==> src/hdl/cicf_pkg.sv <==
// Shared types and constants for the CAN identifier cooldown filter.
// Holds the transfer structs, verdict codes and the identifier ROM.
// No dependencies.
`timescale 1ns / 1ps

package cicf_pkg;

  localparam int unsigned ID_W       = 29;
  localparam int unsigned TIME_W     = 32;
  localparam int unsigned ROM_AW     = 6;   // covers the largest supported table
  localparam int unsigned LISTED_IDS = 12;

  localparam logic [TIME_W-1:0] COOLDOWN_TICKS = 32'd100;

  typedef logic [1:0] verdict_t;
  localparam verdict_t VERDICT_OK       = 2'd0;
  localparam verdict_t VERDICT_COOLDOWN = 2'd1;
  localparam verdict_t VERDICT_UNKNOWN  = 2'd2;

  typedef struct packed {
    logic [ID_W-1:0]   frame_id;
    logic [TIME_W-1:0] now_ms;
  } cicf_in_t;

  typedef struct packed {
    logic     accepted;
    verdict_t verdict;
  } cicf_out_t;

  typedef struct packed {
    logic            present;
    logic [ID_W-1:0] id;
  } id_entry_t;

  localparam logic [ID_W-1:0] ID_LIST [0:LISTED_IDS-1] = '{
    29'h0C1, 29'h0C2, 29'h0C3, 29'h0C4, 29'h0C5, 29'h0C6,
    29'h0C7, 29'h0C8, 29'h0C9, 29'h0CA, 29'h0CB, 29'h01A
  };

  // Slots past the listed identifiers hold nothing and never match.
  function automatic id_entry_t id_rom(input logic [ROM_AW-1:0] idx);
    id_entry_t e;
    e.present = 1'b0;
    e.id      = '0;
    if (idx < ROM_AW'(LISTED_IDS)) begin
      e.present = 1'b1;
      e.id      = ID_LIST[idx[3:0]];
    end
    return e;
  endfunction

endpackage

==> src/hdl/can_id_cooldown_filter.sv <==
// Top level of the CAN identifier cooldown filter: scan sequencer,
// compare/add unit and result register.
// Depends on cicf_pkg and cicf_time_store.
`timescale 1ns / 1ps

// Usage
//   Input: drive in_data (frame_id, now_ms) and raise start; the transfer
//   happens at a rising edge with start high and busy low. busy then stays
//   high until the verdict is issued.
//   Output: out_valid pulses for one cycle with out_data (accepted, verdict).
//   The receiver has no way to stall; it must take the result in that cycle.
//   Timing: one ROM entry is compared per cycle, starting at entry 0. A match
//   at entry k goes through scan, time fetch, check and a registered result;
//   an unknown identifier ends with its result registered once the last
//   entry has been scanned. The next item may start in the cycle out_valid
//   is high; no new item is taken while busy, so the identifier scan of
//   each item sets how soon the next can follow.
//   On a match the stored next-allowed time is compared to now_ms (plain
//   unsigned); if allowed it is rewritten as now_ms + 100 mod 2^32.
//   Reset: synchronous active-low; all next-allowed times read as zero
//   right after reset (valid bits, no clearing pass), sequencer idles.

module can_id_cooldown_filter
  import cicf_pkg::*;
#(
  parameter int unsigned NUM_ENTRIES = 12
) (
  input  logic      clk,
  input  logic      rst_n,
  input  logic      start,
  output logic      busy,
  input  cicf_in_t  in_data,
  output logic      out_valid,
  output cicf_out_t out_data
);

  localparam int unsigned IDX_W = (NUM_ENTRIES > 1) ? $clog2(NUM_ENTRIES) : 1;
  localparam logic [IDX_W-1:0] LAST_IDX = IDX_W'(NUM_ENTRIES - 1);

  typedef enum logic [2:0] {
    ST_IDLE  = 3'b001,
    ST_SCAN  = 3'b010,
    ST_CHECK = 3'b100
  } state_t;

  state_t            state_r, state_nxt;
  logic [IDX_W-1:0]  idx_r, idx_nxt;
  cicf_in_t          item_r;
  logic              out_valid_r, out_valid_nxt;
  cicf_out_t         out_data_r, out_data_nxt;

  id_entry_t         rom_e;
  logic              hit;
  logic [TIME_W-1:0] na_time;
  logic [TIME_W-1:0] sum;
  logic              too_early;
  logic              wr_en;

  // Time store; read address follows the scan index, so the entry of a hit
  // is ready in the CHECK cycle.
  cicf_time_store #(
    .DEPTH (NUM_ENTRIES),
    .AW    (IDX_W)
  ) u_store (
    .clk     (clk),
    .rst_n   (rst_n),
    .rd_addr (idx_r),
    .rd_data (na_time),
    .wr_en   (wr_en),
    .wr_addr (idx_r),
    .wr_data (sum)
  );

  assign rom_e = id_rom(ROM_AW'(idx_r));
  assign hit   = rom_e.present && (rom_e.id == item_r.frame_id);

  // Shared compare/add unit
  assign too_early = item_r.now_ms < na_time;
  assign sum       = item_r.now_ms + COOLDOWN_TICKS;
  assign wr_en     = (state_r == ST_CHECK) && !too_early;

  always_comb begin
    state_nxt     = state_r;
    idx_nxt       = idx_r;
    out_valid_nxt = 1'b0;
    out_data_nxt  = out_data_r;
    case (state_r)
      ST_IDLE: begin
        if (start) begin
          state_nxt = ST_SCAN;
          idx_nxt   = '0;
        end
      end
      ST_SCAN: begin
        if (hit) begin
          state_nxt = ST_CHECK;
        end else if (idx_r == LAST_IDX) begin
          state_nxt             = ST_IDLE;
          out_valid_nxt         = 1'b1;
          out_data_nxt.accepted = 1'b0;
          out_data_nxt.verdict  = VERDICT_UNKNOWN;
        end else begin
          idx_nxt = idx_r + 1'b1;
        end
      end
      ST_CHECK: begin
        state_nxt             = ST_IDLE;
        out_valid_nxt         = 1'b1;
        out_data_nxt.accepted = !too_early;
        out_data_nxt.verdict  = too_early ? VERDICT_COOLDOWN : VERDICT_OK;
      end
      default: begin
        state_nxt = ST_IDLE;
      end
    endcase
  end

  always_ff @(posedge clk) begin
    if (!rst_n) begin
      state_r     <= ST_IDLE;
      idx_r       <= '0;
      out_valid_r <= 1'b0;
    end else begin
      state_r     <= state_nxt;
      idx_r       <= idx_nxt;
      out_valid_r <= out_valid_nxt;
    end
  end

  always_ff @(posedge clk) begin
    out_data_r <= out_data_nxt;
    if (state_r == ST_IDLE && start) begin
      item_r <= in_data;
    end
  end

  assign busy      = (state_r != ST_IDLE);
  assign out_valid = out_valid_r;
  assign out_data  = out_data_r;

  // accepted flag and verdict code must agree
  a_flag_matches: assert property (@(posedge clk) disable iff (!rst_n)
    out_valid |-> (out_data.accepted == (out_data.verdict == VERDICT_OK)))
    else $error("accepted flag disagrees with verdict");

  // only the three defined verdict codes are issued
  a_no_code3: assert property (@(posedge clk) disable iff (!rst_n)
    out_valid |-> ((out_data.verdict == VERDICT_OK) ||
                   (out_data.verdict == VERDICT_COOLDOWN) ||
                   (out_data.verdict == VERDICT_UNKNOWN)))
    else $error("illegal verdict code");

  // a started item keeps the block busy for at least the scan cycle
  a_busy_after_start: assert property (@(posedge clk) disable iff (!rst_n)
    (start && !busy) |=> (busy && !out_valid))
    else $error("no busy after transfer");

  // one verdict per item: never two strobes in a row
  a_single_strobe: assert property (@(posedge clk) disable iff (!rst_n)
    out_valid |=> !out_valid)
    else $error("back-to-back result strobes");

endmodule

==> src/hdl/cicf_time_store.sv <==
// Next-allowed time store: one write port, one registered read port.
// Per-entry valid bits make unwritten entries read as zero after reset.
// Depends on cicf_pkg.
`timescale 1ns / 1ps

module cicf_time_store
  import cicf_pkg::*;
#(
  parameter int unsigned DEPTH = 12,
  parameter int unsigned AW    = 4
) (
  input  logic              clk,
  input  logic              rst_n,
  input  logic [AW-1:0]     rd_addr,
  output logic [TIME_W-1:0] rd_data,
  input  logic              wr_en,
  input  logic [AW-1:0]     wr_addr,
  input  logic [TIME_W-1:0] wr_data
);

  logic [TIME_W-1:0] mem [0:DEPTH-1];
  logic [DEPTH-1:0]  vld_r;
  logic [TIME_W-1:0] rd_data_r;
  logic              rd_vld_r;

  always_ff @(posedge clk) begin
    if (!rst_n) begin
      vld_r <= '0;
    end else if (wr_en) begin
      vld_r[wr_addr] <= 1'b1;
    end
  end

  always_ff @(posedge clk) begin
    if (wr_en) begin
      mem[wr_addr] <= wr_data;
    end
    rd_data_r <= mem[rd_addr];
  end

  always_ff @(posedge clk) begin
    if (!rst_n) begin
      rd_vld_r <= 1'b0;
    end else begin
      rd_vld_r <= vld_r[rd_addr];
    end
  end

  assign rd_data = rd_vld_r ? rd_data_r : '0;

endmodule

==> config.mk <==
export PLATFORM = sky130hd
export DESIGN_NAME = can_id_cooldown_filter
export DESIGN_NICKNAME = d
export VERILOG_FILES = /design/src/hdl/cicf_pkg.sv /design/src/hdl/can_id_cooldown_filter.sv /design/src/hdl/cicf_time_store.sv
export SDC_FILE = /design/constraint.sdc
export NUM_CORES = 1
export LEC_CHECK = 0
export BUFFER_PORTS_ARGS = -buffer_cell sky130_fd_sc_hd__clkbuf_2
export CAP_MARGIN = 10
export CORE_MARGIN = 1
export CORE_UTILIZATION = 35
export CTS_CLUSTER_SIZE = 10
export DETAILED_ROUTE_END_ITERATION = 12
export HOLD_SLACK_MARGIN = 0.05
export PLACE_DENSITY = 0.57
export SYNTH_ARGS = -nofsm -noshare
export SYNTH_HDL_FRONTEND = slang
export SYNTH_SLANG_ARGS = --single-unit
==> constraint.sdc <==
create_clock -name clk -period 3.32 [get_ports clk]
set_input_delay 0.664 -clock clk [delete_from_list [all_inputs] [get_ports clk]]
set_output_delay 0.664 -clock clk [all_outputs]
set_load 0.05 [all_outputs]
# ---- After elaboration in Yosys (flattened, before gate mapping)
# Memories as Yosys holds them, arrays and structs flattened. A register that Yosys moved wholly into a read port is not among the register bits.
# Index checks and enable logic that the tools add are counted.
dict set report op_classes {
  eq_ne 11
  reduce_logical 10
  muxes 25
  bitwise_logic 2
  add_sub_neg 2
  magnitude_cmp 5
}
# cell n
set ops {}
lappend ops {{$mux W29} 2}
lappend ops {{$add A32 B7 Y32 const B} 1}
lappend ops {{$lt A32 B32 Y1} 1}
lappend ops {{$mux W32} 1}
lappend ops {{$mux W30} 1}
lappend ops {{$eq A29 B29 Y1} 1}
lappend ops {{$mux W3} 5}
lappend ops {{$mux W4} 3}
lappend ops {{$or A12 B12 Y12} 1}
lappend ops {{$pmux W3 S2} 2}
lappend ops {{$ne A2 B2 Y1 const B} 4}
lappend ops {{$pmux W4 S2} 1}
lappend ops {{$mux W1} 7}
lappend ops {{$ge A5 B5 Y1 const B} 1}
lappend ops {{$lt A4 B5 Y1 const B} 1}
lappend ops {{$not A4 Y5} 1}
lappend ops {{$add A4 B1 Y4 const B} 1}
lappend ops {{$bmux W1 S4} 1}
lappend ops {{$demux W1 S4} 1}
lappend ops {{$eq A4 B4 Y1 const B} 1}
lappend ops {{$ge A4 B1 Y1 const B} 1}
lappend ops {{$logic_and A1 B1 Y1} 4}
lappend ops {{$lt A4 B4 Y1 const B} 1}
lappend ops {{$reduce_and A4 Y1} 1}
lappend ops {{10 further kinds} 11}
dict set report word_totals {
  rom_bits 464
  n_memories 2
  mem_bits_rw 384
  output_inout_bits 5
  word_cells 66
  reg_bits 85
  in_bits 64
}
# memory words width read_ports rd_ports_with_merged_regs wr line
set memory_table {}
lappend memory_table {{(name not given)} 16 29 1 0 0 cicf_pkg.sv:47} ;# e.id = ID_LIST[idx[3:0]];
lappend memory_table {u_store.mem 12 32 1 1 1 cicf_time_store.sv:21} ;# logic [TIME_W-1:0] mem [0:DEPTH-1];

# ---- Logic depth before layout (Yosys ltp)
# Gate-level depths: netlist of run 1.
dict set report logic_depth {
  word_depth 9
  mapped_depth 9
  mapped_depth_nobuf 8
}

# ---- Modules after synthesis
# A second synthesis of run 1 with hierarchy kept.
dict set report unflattened {
  cells_unflattened 1069
  area_unflattened_um2 19830.3
}
# module cells_per_inst seq_area_each_um2 n_inst area_per_inst_um2
set modules_own_cells {}
lappend modules_own_cells {cicf_time_store 732 12431.9 1 15920.3}
lappend modules_own_cells {can_id_cooldown_filter 337 2082.0 1 3910.0}

# ---- Worst setup path after synthesis of run 1
# No wires, ideal clock.
dict set report synth_timing {
  path_type {register to register}
  start {register u_store.rd_vld_r}
  end {memory u_store.mem[0][0], enable pin}
  path_slack_ps -32
  period_less_slack_ps 3352
  path_buffers 1
  setup_time_ps 392
  stages_incl_launch_ff 10
  required_ps 2928
  arrival_ps 2960
  path_cell_list {dfxtp_1 -> clkbuf_1 -> nand2_1 -> ha_1 -> nand4_1 -> nor4_1 -> a221oi_2 -> a21oi_1 -> or2_1 -> and3_1}
}
dict set report synth_between {
  elab_chain_cells 6
}
# element line
set synth_lines {}
lappend synth_lines {{from (decl)} cicf_time_store.sv:24} ;# logic rd_vld_r;
lappend synth_lines {{from (signal assigned)} cicf_time_store.sv:45} ;# rd_vld_r <= vld_r[rd_addr];
lappend synth_lines {{$mux W32} cicf_time_store.sv:49} ;# assign rd_data = rd_vld_r ? rd_data_r : '0;
lappend synth_lines {{$lt A32 B32 Y1} can_id_cooldown_filter.sv:78} ;# assign too_early = item_r.now_ms < na_time;
lappend synth_lines {{$logic_not A1 Y1} can_id_cooldown_filter.sv:80} ;# assign wr_en = (state_r == ST_CHECK) && !too_early;
lappend synth_lines {{$logic_and A1 B1 Y1} can_id_cooldown_filter.sv:80}
lappend synth_lines {{$mux W1} cicf_time_store.sv:35} ;# if (wr_en) begin
lappend synth_lines {{$mux W1 (implied by the code)} cicf_time_store.sv:36} ;# mem[wr_addr] <= wr_data;
lappend synth_lines {{to (decl)} cicf_time_store.sv:21}
# Every way passes these cells.

# ---- Worst setup path after layout of run 1
dict set report layout_timing {
  start {register u_store.rd_vld_r}
  end {memory u_store.mem[1][10], enable pin}
}
# Same word-level chain as after synthesis.

==> results of run 1 <==
-- layer usage --
metal	GRT usage	routed length [um]	part of all wire
met1	0.2170	19770	0.44
met2	0.2684	22040	0.49
met3	0.02476	1929	0.043
met4	0.05789	1265	0.028
met5	0	0	0
-- path summary, 6_finish.rpt --
kind / endpoint / cells past startpoint / start / slack [ns]
setup / recovery: u_store.mem[1][10] / 10 / u_store.rd_vld_r / 0.17
hold / removal: item_r[5] / 1 / in_data[5] / 0.24
setup reg to reg: u_store.mem[1][10] / 10 / u_store.rd_vld_r / 0.17
hold reg to reg: u_store.vld_r[10] / 2 / u_store.vld_r[10] / 0.45
-- where the power goes --
part	total (mW)	switching (mW)	internal, mW
clock network	5.84	2.34	3.50
logic	0.419	0.267	0.151
registers	7.04	0.0572	6.98
-- cells in the final DEF (no fill, tap or decap), drive strengths merged, types with 3 or more instances in the layout --
master  count
xnor2      21
nor2       58
clkinv      3
nor3        6
a21oi      28
o21a        8
o211ai      4
edfxtp    448
xor2       11
ha         37
mux2i       5
and3       10
buf        75
o21ai      12
a31oi      33
mux4       99
nand4      13
dfxtp      53
nor4        9
nand2     128
inv        15
clkbuf    168
nand3      16
-- critical path: stages (launching register included) --
cell and delay (ns):
dfxtp_1 0.41, buf_12 0.18, nand2_1 0.06, ha_1 0.29
a21o_1 0.18, a221o_1 0.35, a221oi_2 0.46, a21oi_2 0.19
or2_1 0.30, and3_2 0.22, buf_4 0.23
-- cell families after synthesis --
group	after synthesis	synth area share
fa+ha+maj	37	0.02373
buf+inv	61	0.01289
mux	104	0.1168
xor+xnor	32	0.01437
compound gates	99	0.03194
simple gates	252	0.05631
flops	501	0.7439
-- repair_timing --
| action | CTS | global route |
|---|---|---|
| hold endpoints to repair | 0 | 0 |
| setup buffers | 0 | 0 |
| endpoints found under the setup margin | 0 | 253 |
| resized for setup | 0 | 7 |
-- area by class of cell --
type,count,share of cell area
Clock buffer,100,0.07224
Clock inverter,3,0.002994
Inverter,17,0.002776
Multi-Input combinational cell,524,0.2080
Sequential cell,501,0.6318
Tap cell,748,0.04072
Timing Repair Buffer,143,0.04143
-- registers in the layout (all words and copies together) (netlist names) --
register	flops
item_r	61
out_valid	1
u_store.vld_r	12
out_data	3
u_store.mem	384
idx_r	4
u_store.rd_vld_r	1
state_r	3
u_store.rd_data_r	32
-- per-stage QoR --
step / setup slack, ns / area, um^2 / std cells
after floorplan: 0.1779 / 19520 / 1086
after global placement: 0.1223 / 21220 / 1933
after detailed placement: 0.06746 / 21220 / 1933
after CTS: 0.01532 / 22950 / 2036
after global routing: 0.004032 / 22980 / 2036
final: 0.1682 / 22980 / 2036
==> results.sh, run 1 <==
export IMPL_antenna_cells=0
export IMPL_overflow=0
export IMPL_grt_max_degree=66
export IMPL_synth_seq_area_share=0.7439
export IMPL_synth_top_cell_area_share=0.6895
export IMPL_finalSetupTns_ns=0
export IMPL_netlist_top_cells_area="edfxtp_1, mux4_2, dfxtp_1"
export IMPL_mappedNetlistArea_mm2=0.01951
export IMPL_initial_utilization=0.3541
export IMPL_rows=86
export IMPL_vias=10260
export IMPL_worstPathArrival_ns=3.47
export IMPL_synth_cell_type_count=47
export IMPL_post_route_util=0.4172
export IMPL_die_w_um=238.1
export IMPL_track_usage=0.1620
export IMPL_fill_cells=4951
export IMPL_grt_pass1_vias=10590
export IMPL_post_dp_hpwl_um=28760
export IMPL_post_route_min_period_ns=3.152
export IMPL_final_setup_viol_count=0
export IMPL_hold_buffers=0
export IMPL_clock_skew_final_ns=0.01941
export IMPL_synth_common_cells="edfxtp_1, nand2_1, mux4_2"
export IMPL_path_max_fanout=18
export IMPL_regArea_mm2=0.01452
export IMPL_routed_wirelength_um=45000
export IMPL_ant_nets=0
export IMPL_cts_root_buf="clkbuf_16"
export IMPL_start_kind="register"
export IMPL_yosysMostFrequentCell="edfxtp_1"
export IMPL_numPortBuffers=68
export IMPL_viasPerCell=5.038
export IMPL_cts_sinks=501
export IMPL_nets=1345
export IMPL_synthFlopType="edfxtp_1"
export IMPL_numCtsBuffers=57
export IMPL_maxCapViolCount=0
export IMPL_cts_path_max_buffers=3
export IMPL_cts_htree_levels=2
export IMPL_cts_clk_slew_worst_paths_ns=0.06
export IMPL_power_density_mw_per_mm2=578.4
export IMPL_hold_path_class="input pin to register"
export IMPL_drt_iter0_drc=773
export IMPL_finalCritPeriodShare=0.9494
export IMPL_synth_cells=1086
export IMPL_syn_nets=1187
export IMPL_ys_ff_latch=501
export IMPL_die_area_mm2=0.05669
export IMPL_clkLatencyLatePin_ns=0.60
export IMPL_rsz0062_at_grt="false"
export IMPL_worstPathRequired_ns=3.64
export IMPL_routedWlPerCell_um=22.10
export IMPL_place_congestion=0.7835
export IMPL_finalPower_mw=13.29
export IMPL_multiInputGateArea_mm2=0.004781
export IMPL_outcome="complete, no violations"
export IMPL_tightest_slew_ns=1.036
export IMPL_worst_setup_path_end_kind="register"
export IMPL_io_pins=69
export IMPL_yosysWarnings=0
export IMPL_cts_tree="yes"
export IMPL_dieHeight_um=238.1
export IMPL_syn_avg_cell_area_um2=17.96
export IMPL_holdWs_ns=0.2385
export IMPL_drc=0
export IMPL_layout_drive_gt1_share=0.2554
export IMPL_yosysTopAreaCell="edfxtp_1"
export IMPL_ys_async_sr_fraction=0
export IMPL_crit_type="register to register"
export IMPL_slew_headroom=0.3042
export IMPL_leakage_nw=7.524
export IMPL_grt_pass1_wl_um=67730
export IMPL_drt_pass1_iter_count=6
export IMPL_finalMaxSlewViolations=0
export IMPL_finalHoldViolations=0
export IMPL_core_mm2=0.05509
export IMPL_areaGrowthSynthToFinish_pct=17.81
export IMPL_fmax_mhz=317.3
export IMPL_ir_worst_vdd_mv=0.4805
export IMPL_synth_edff_count=448
export IMPL_antenna_found_initial=0
No activity file was read; power rests on OpenSTA's default activity.
==> inputs of run 2 (changes only) <==
- CTS_BUF_LIST: default -> sky130_fd_sc_hd__clkbuf_2
- REMOVE_ABC_BUFFERS: default -> 1
==> results.sh, run 2 (same netlist as run 1, synthesis figures left out) <==
export IMPL_outcome="complete, no violations"
export IMPL_clkLatencyLatePin_ns=1.10
export IMPL_cts_sinks=501
export IMPL_numPortBuffers=68
export IMPL_initial_utilization=0.3541
export IMPL_start_kind="register"
export IMPL_cts_clk_slew_worst_paths_ns=0.11
export IMPL_finalMaxSlewViolations=0
export IMPL_finalCritPeriodShare=0.9586
export IMPL_instances_no_fill=2189
export IMPL_power_density_mw_per_mm2=499.2
export IMPL_overflow=0
export IMPL_crit_type="register to register"
export IMPL_layout_commonest_cell="edfxtp_1"
export IMPL_setup_ws_ns=0.1373
export IMPL_track_usage=0.1593
export IMPL_tightest_slew_ns=1.159
export IMPL_layout_drive_gt1_share=0.2969
export IMPL_routed_wirelength_um=44450
export IMPL_slew_headroom=0.2218
export IMPL_cts_htree_levels=3
export IMPL_regMostFlops="u_store.mem"
export IMPL_dieHeight_um=238.1
export IMPL_dp_cells=1907
export IMPL_rsz0062_at_grt="false"
export IMPL_hold_path_class="input pin to register"
export IMPL_ir_worst_vdd_mv=0.2652
export IMPL_cts_tree="yes"
export IMPL_antenna_found_initial=2
export IMPL_placed_area_mm2=0.02109
export IMPL_numCtsBuffers=115
export IMPL_path_max_fanout=32
export IMPL_clock_skew_final_ns=0.09135
export IMPL_cts_path_max_buffers=3
export IMPL_post_route_min_period_ns=3.183
export IMPL_finalHoldViolations=0
export IMPL_fin_area_mm2=0.02284
export IMPL_worstPathArrival_ns=3.97
export IMPL_routedWlPerCell_um=20.31
export IMPL_grt_pass1_wl_um=66930
export IMPL_nets=1440
export IMPL_grt_max_degree=102
export IMPL_largestRegisters="u_store.mem x384, item_r x61, u_store.rd_data_r x32"
export IMPL_viasPerCell=4.908
export IMPL_leakage_nw=7.663
export IMPL_holdPathStages=2
export IMPL_drt_iter0_drc=776
export IMPL_drt_pass1_iter_count=5
export IMPL_place_congestion=0.7987
export IMPL_die_area_mm2=0.05669
export IMPL_most_common_layout_cells="edfxtp_1, clkbuf_2, nand2_1, mux4_2, dlygate4sd3_1"
export IMPL_cts_root_buf="clkbuf_2"
export IMPL_grt_pass1_vias=11160
export IMPL_fmax_mhz=314.2
export IMPL_areaGrowthSynthToFinish_pct=17.08
export IMPL_r2r_cells=10
export IMPL_largest_reg_flops=384
export IMPL_io_pins=69
export IMPL_rows=86
export IMPL_drc=0
export IMPL_worst_setup_path_end_kind="register"
export IMPL_worstPathRequired_ns=4.10
export IMPL_post_dp_hpwl_um=27320
export IMPL_maxCapViolCount=0
export IMPL_ant_nets=0
export IMPL_final_setup_viol_count=0
export IMPL_vias=10740
export IMPL_place_ws_ns=-0.01988
export IMPL_die_w_um=238.1
export IMPL_core_mm2=0.05509
[run 2: worst paths after layout]
path                      from            endpoint  slack [ns]
max           u_store.rd_vld_r  u_store.mem[2][10]        0.14
min                in_data[20]          item_r[20]        0.27
max reg2reg   u_store.rd_vld_r  u_store.mem[2][10]        0.14
min reg2reg  u_store.vld_r[11]   u_store.vld_r[11]        0.46
[run 2: final cells by class]
type                    count  area, um^2
fillers                  5081       32250
flip-flops and latches    501       14520
multi-input cells         524        4790
repair buffers            180        1446
well taps                 748       935.9
clock buffers             184       920.9
clock inverters            32       155.1
inverters                  17       63.81
diodes                      3       7.507
[run 2: worst max-delay path: stages, from the launching register on]
cell	delay, ns
dfxtp_1	0.37
buf_12	0.21
nand2_1	0.07
ha_1	0.29
a21o_1	0.18
a221o_1	0.40
a221oi_4	0.43
a21oi_2	0.16
or2_1	0.31
and3_2	0.23
buf_4	0.22
[run 2: layer usage]
metal,wire length [um],vias to the layer above,track usage
met5,0,-,0
met3,1973,75,0.03760
met4,1017,0,0.05517
li1,-,4880,-
met2,20850,257,0.2497
met1,20610,5531,0.2178
[run 2: report_power, final]
group	internal, mW	total (mW)	switching (mW)
logic	0.185	0.463	0.278
clock network	1.54	3.92	2.38
registers	6.97	7.02	0.0537
total	8.69	11.4	2.71
[run 2: timing repair]
action,in CTS,in global routing
buffers inserted,0,0
setup endpoints to repair,89,68
hold buffers,63,0
gates resized for setup,2,5
endpoints found under the hold margin,74,0
[run 2: stage by stage]
stage	total power [mW]	setup TNS [ns]	utilization	hold slack (ns)
6_report	11.40	0	0.4146	0.2734
5_1_grt	11.92	0	0.4146	0.1626
4_1_cts	11.57	0	0.4138	0.1514
3_5_place_dp	7.568	-0.4685	0.3827	0.4452
3_3_place_gp	7.554	0	0.3827	0.4432
2_1_floorplan	7.360	-1152.12	-	0.4223
==> inputs of run 3 (changes only) <==
- SYNTH_HIERARCHICAL: default -> 1
==> results.sh, run 3 <==
export IMPL_outcome="complete, no violations"
export IMPL_worst_setup_path_end_kind="register"
export IMPL_rrSetupSlack_ns=0.06
export IMPL_mappedNetlistArea_mm2=0.01983
export IMPL_crit_family="simple AND/OR/NAND/NOR gates"
export IMPL_synth_seq_area_share=0.7319
export IMPL_regArea_mm2=0.01453
export IMPL_ant_nets=0
export IMPL_worstReg2RegStart="u_store/rd_vld_r"
export IMPL_rows=86
export IMPL_power_density_mw_per_mm2=494.6
export IMPL_largest_reg_flops=384
export IMPL_instances_no_fill=2313
export IMPL_synthFlopType="edfxtp_1"
export IMPL_hold_start="start"
export IMPL_finalCritPeriodShare=0.9827
export IMPL_synth_cell_type_count=58
export IMPL_layout_drive_gt1_share=0.3445
export IMPL_cp_startpoint="u_store/rd_vld_r"
export IMPL_layout_commonest_cell="edfxtp_1"
export IMPL_critPathCapture="u_store/mem[1][20]"
export IMPL_fill_cells=4967
export IMPL_clkLatencyLatePin_ns=1.32
export IMPL_areaGrowthSynthToFinish_pct=25.66
export IMPL_grt_pass1_vias=11830
export IMPL_routedWlPerCell_um=19.60
export IMPL_rsz0062_at_grt="true"
export IMPL_cts_sinks=501
export IMPL_overflow=0
export IMPL_place_congestion=0.7659
export IMPL_viasPerCell=4.811
export IMPL_regMostFlops="u_store/mem"
export IMPL_synth_cells=1069
export IMPL_r2r_cells=16
export IMPL_cts_tree="yes"
export IMPL_crit_path_top_delay_cell="dfxtp_4"
export IMPL_ys_ff_latch=501
export IMPL_fmax_mhz=306.5
export IMPL_maxCapViolCount=0
export IMPL_vias=11130
export IMPL_netlist_top_cells_area="edfxtp_1, mux4_2, dfxtp_1"
export IMPL_yosysTopAreaCell="edfxtp_1"
export IMPL_cts_clk_slew_worst_paths_ns=0.10
export IMPL_syn_avg_cell_area_um2=18.55
export IMPL_grt_pass1_wl_um=67770
export IMPL_synth_top_cell_area_share=0.6784
export IMPL_holdWs_ns=0.3992
export IMPL_leakage_nw=8.399
export IMPL_yosysMostFrequentCell="edfxtp_1"
export IMPL_ys_async_sr_fraction=0
export IMPL_cts_root_buf="clkbuf_2"
export IMPL_die_area_mm2=0.05761
export IMPL_cp_depth=16
export IMPL_most_common_layout_cells="edfxtp_1, clkbuf_2, dlygate4sd3_1, mux4_2, buf_4"
export IMPL_worstPathArrival_ns=4.18
export IMPL_path_max_fanout=16
export IMPL_crit_type="register to register"
export IMPL_grt_max_degree=108
export IMPL_hold_path_class="input pin to register"
export IMPL_synth_edff_count=448
export IMPL_core_mm2=0.05552
export IMPL_ir_worst_vdd_mv=0.2803
export IMPL_initial_utilization=0.3572
export IMPL_crit_chain="clkbuf_16 -> and2_4 -> inv_2 -> ha_4 -> nand4_1 -> nor3_2 -> buf_4 -> nand4_1 -> nor3_2 -> buf_4 -> a21oi_4 -> nor2_4 -> nand2_4 -> buf_12 -> nor4_4 -> buf_6"
export IMPL_multiInputGateArea_mm2=0.005210
export IMPL_drt_pass1_iter_count=5
export IMPL_cp_num_buf_inv=6
export IMPL_post_route_min_period_ns=3.263
export IMPL_drt_iter0_drc=653
export IMPL_cts_path_max_buffers=3
export IMPL_finalMaxSlewViolations=0
export IMPL_io_pins=69
export IMPL_drc=0
export IMPL_largestRegisters="u_store/mem x384, item_r x61, u_store/rd_data_r x32"
export IMPL_worstPathRequired_ns=4.24
export IMPL_numPortBuffers=68
export IMPL_finalHoldViolations=0
export IMPL_final_setup_viol_count=0
export IMPL_nets=1551
export IMPL_numCtsBuffers=134
export IMPL_synth_common_cells="edfxtp_1, mux4_2, nand2_1"
export IMPL_finalPower_mw=12.32
export IMPL_r2r_end="u_store/mem[1][20]"
export IMPL_dp_cells=1922
export IMPL_critical_path_max_stage_delay_ns=0.44
export IMPL_post_dp_hpwl_um=26040
export IMPL_tightest_slew_ns=1.081
export IMPL_cts_htree_levels=4
export IMPL_start_kind="register"
export IMPL_routed_wirelength_um=45330
export IMPL_track_usage=0.1616
export IMPL_antenna_found_initial=2
export IMPL_dieHeight_um=240.0
export IMPL_slew_headroom=0.2739
export IMPL_die_w_um=240.0
export IMPL_yosysWarnings=6
export IMPL_clock_skew_final_ns=0.1044
## run 3: changes by cell type in the layout (fill, tap and decap cells not counted), sizes merged, moves of 33 or more
cell,previous run,this run
buf,49,90
dlygate4sd3,63,125
a31oi,33,0
and2,1,35
nand2,128,59
nor2,58,22
## run 3: cell type report
cell class | instances | area share
Multi-Input combinational cell | 484 | 0.2091
Inverter | 42 | 0.006327
Clock buffer | 201 | 0.04037
Timing Repair Buffer | 288 | 0.1077
Tap cell | 748 | 0.03756
Clock inverter | 40 | 0.01491
Antenna cell | 9 | 0.0009038
Sequential cell | 501 | 0.5832
## run 3: timing repair
action / CTS / global route
hold endpoints to repair: 143 / 0
resized for setup: 21 / 32
gates cloned: 1 / 6
setup buffers: 2 / 8
pin swaps: 2 / 7
hold buffers: 125 / 0
setup endpoints to repair: 393 / 315
## run 3: power by group
group | total [mW] | switching, mW | internal [mW]
registers | 7.02 | 0.0575 | 6.96
logic | 0.552 | 0.292 | 0.260
clock network | 4.75 | 2.58 | 2.18
total | 12.3 | 2.92 | 9.40
## run 3: worst register-to-register path: cells and delay by family (launching register included)
family,cells,cell delay [ns]
adder cells (fa/ha/maj),1,0.25
buffers and inverters,6,0.96
flip-flops,1,0.44
AND/OR/NAND/NOR,8,1.15
AO/OA/AOI/OAI,1,0.08
## run 3: metal layers
metal / vias up / GRT usage / routed length, um / part of all wire
met3: 86 / 0.04535 / 2320 / 0.051
met2: 276 / 0.2606 / 22020 / 0.49
li1: 5094 / - / - / -
met1: 5671 / 0.2032 / 19990 / 0.44
met4: 0 / 0.07006 / 999 / 0.022
met5: - / 0 / 0 / 0
## run 3: worst min path at each step
| stage | endpoint | slack (ns) | depth (start not counted) |
|---|---|---|---|
| 2_1_floorplan | u_store/vld_r[3] | 0.44 | 1 |
| 3_3_place_gp | u_store/vld_r[3] | 0.44 | 1 |
| 3_5_place_dp | u_store/vld_r[4] | 0.45 | 1 |
| 4_1_cts | state_r[1] | 0.23 | 6 |
| 5_1_grt | state_r[1] | 0.30 | 6 |
| 6_report | state_r[1] | 0.40 | 6 |
## run 3: cells by family after synthesis
group / count (synthesis) / share of synthesized area
DFF: 501 / 0.7319
and+or+nand+nor: 194 / 0.05268
muxes: 135 / 0.1303
AOI/OAI and AO/OA: 87 / 0.02738
buffers and inverters: 84 / 0.02088
adders and majority gates: 36 / 0.02271
xor gates and xnor gates: 32 / 0.01413
## run 3: per-stage QoR
step	worst slack [ns]	TNS [ns]	utilization	area (um^2)
global route	-0.05464	-1.016	0.4487	24910
finish	0.05741	0	0.4488	24920
detailed placement	-0.3606	-62.87	0.3917	21750
CTS	0.01445	0	0.4416	24520
floorplan	-5.145	-1464.65	-	19570
global placement	-0.3299	-57.59	0.3917	21750
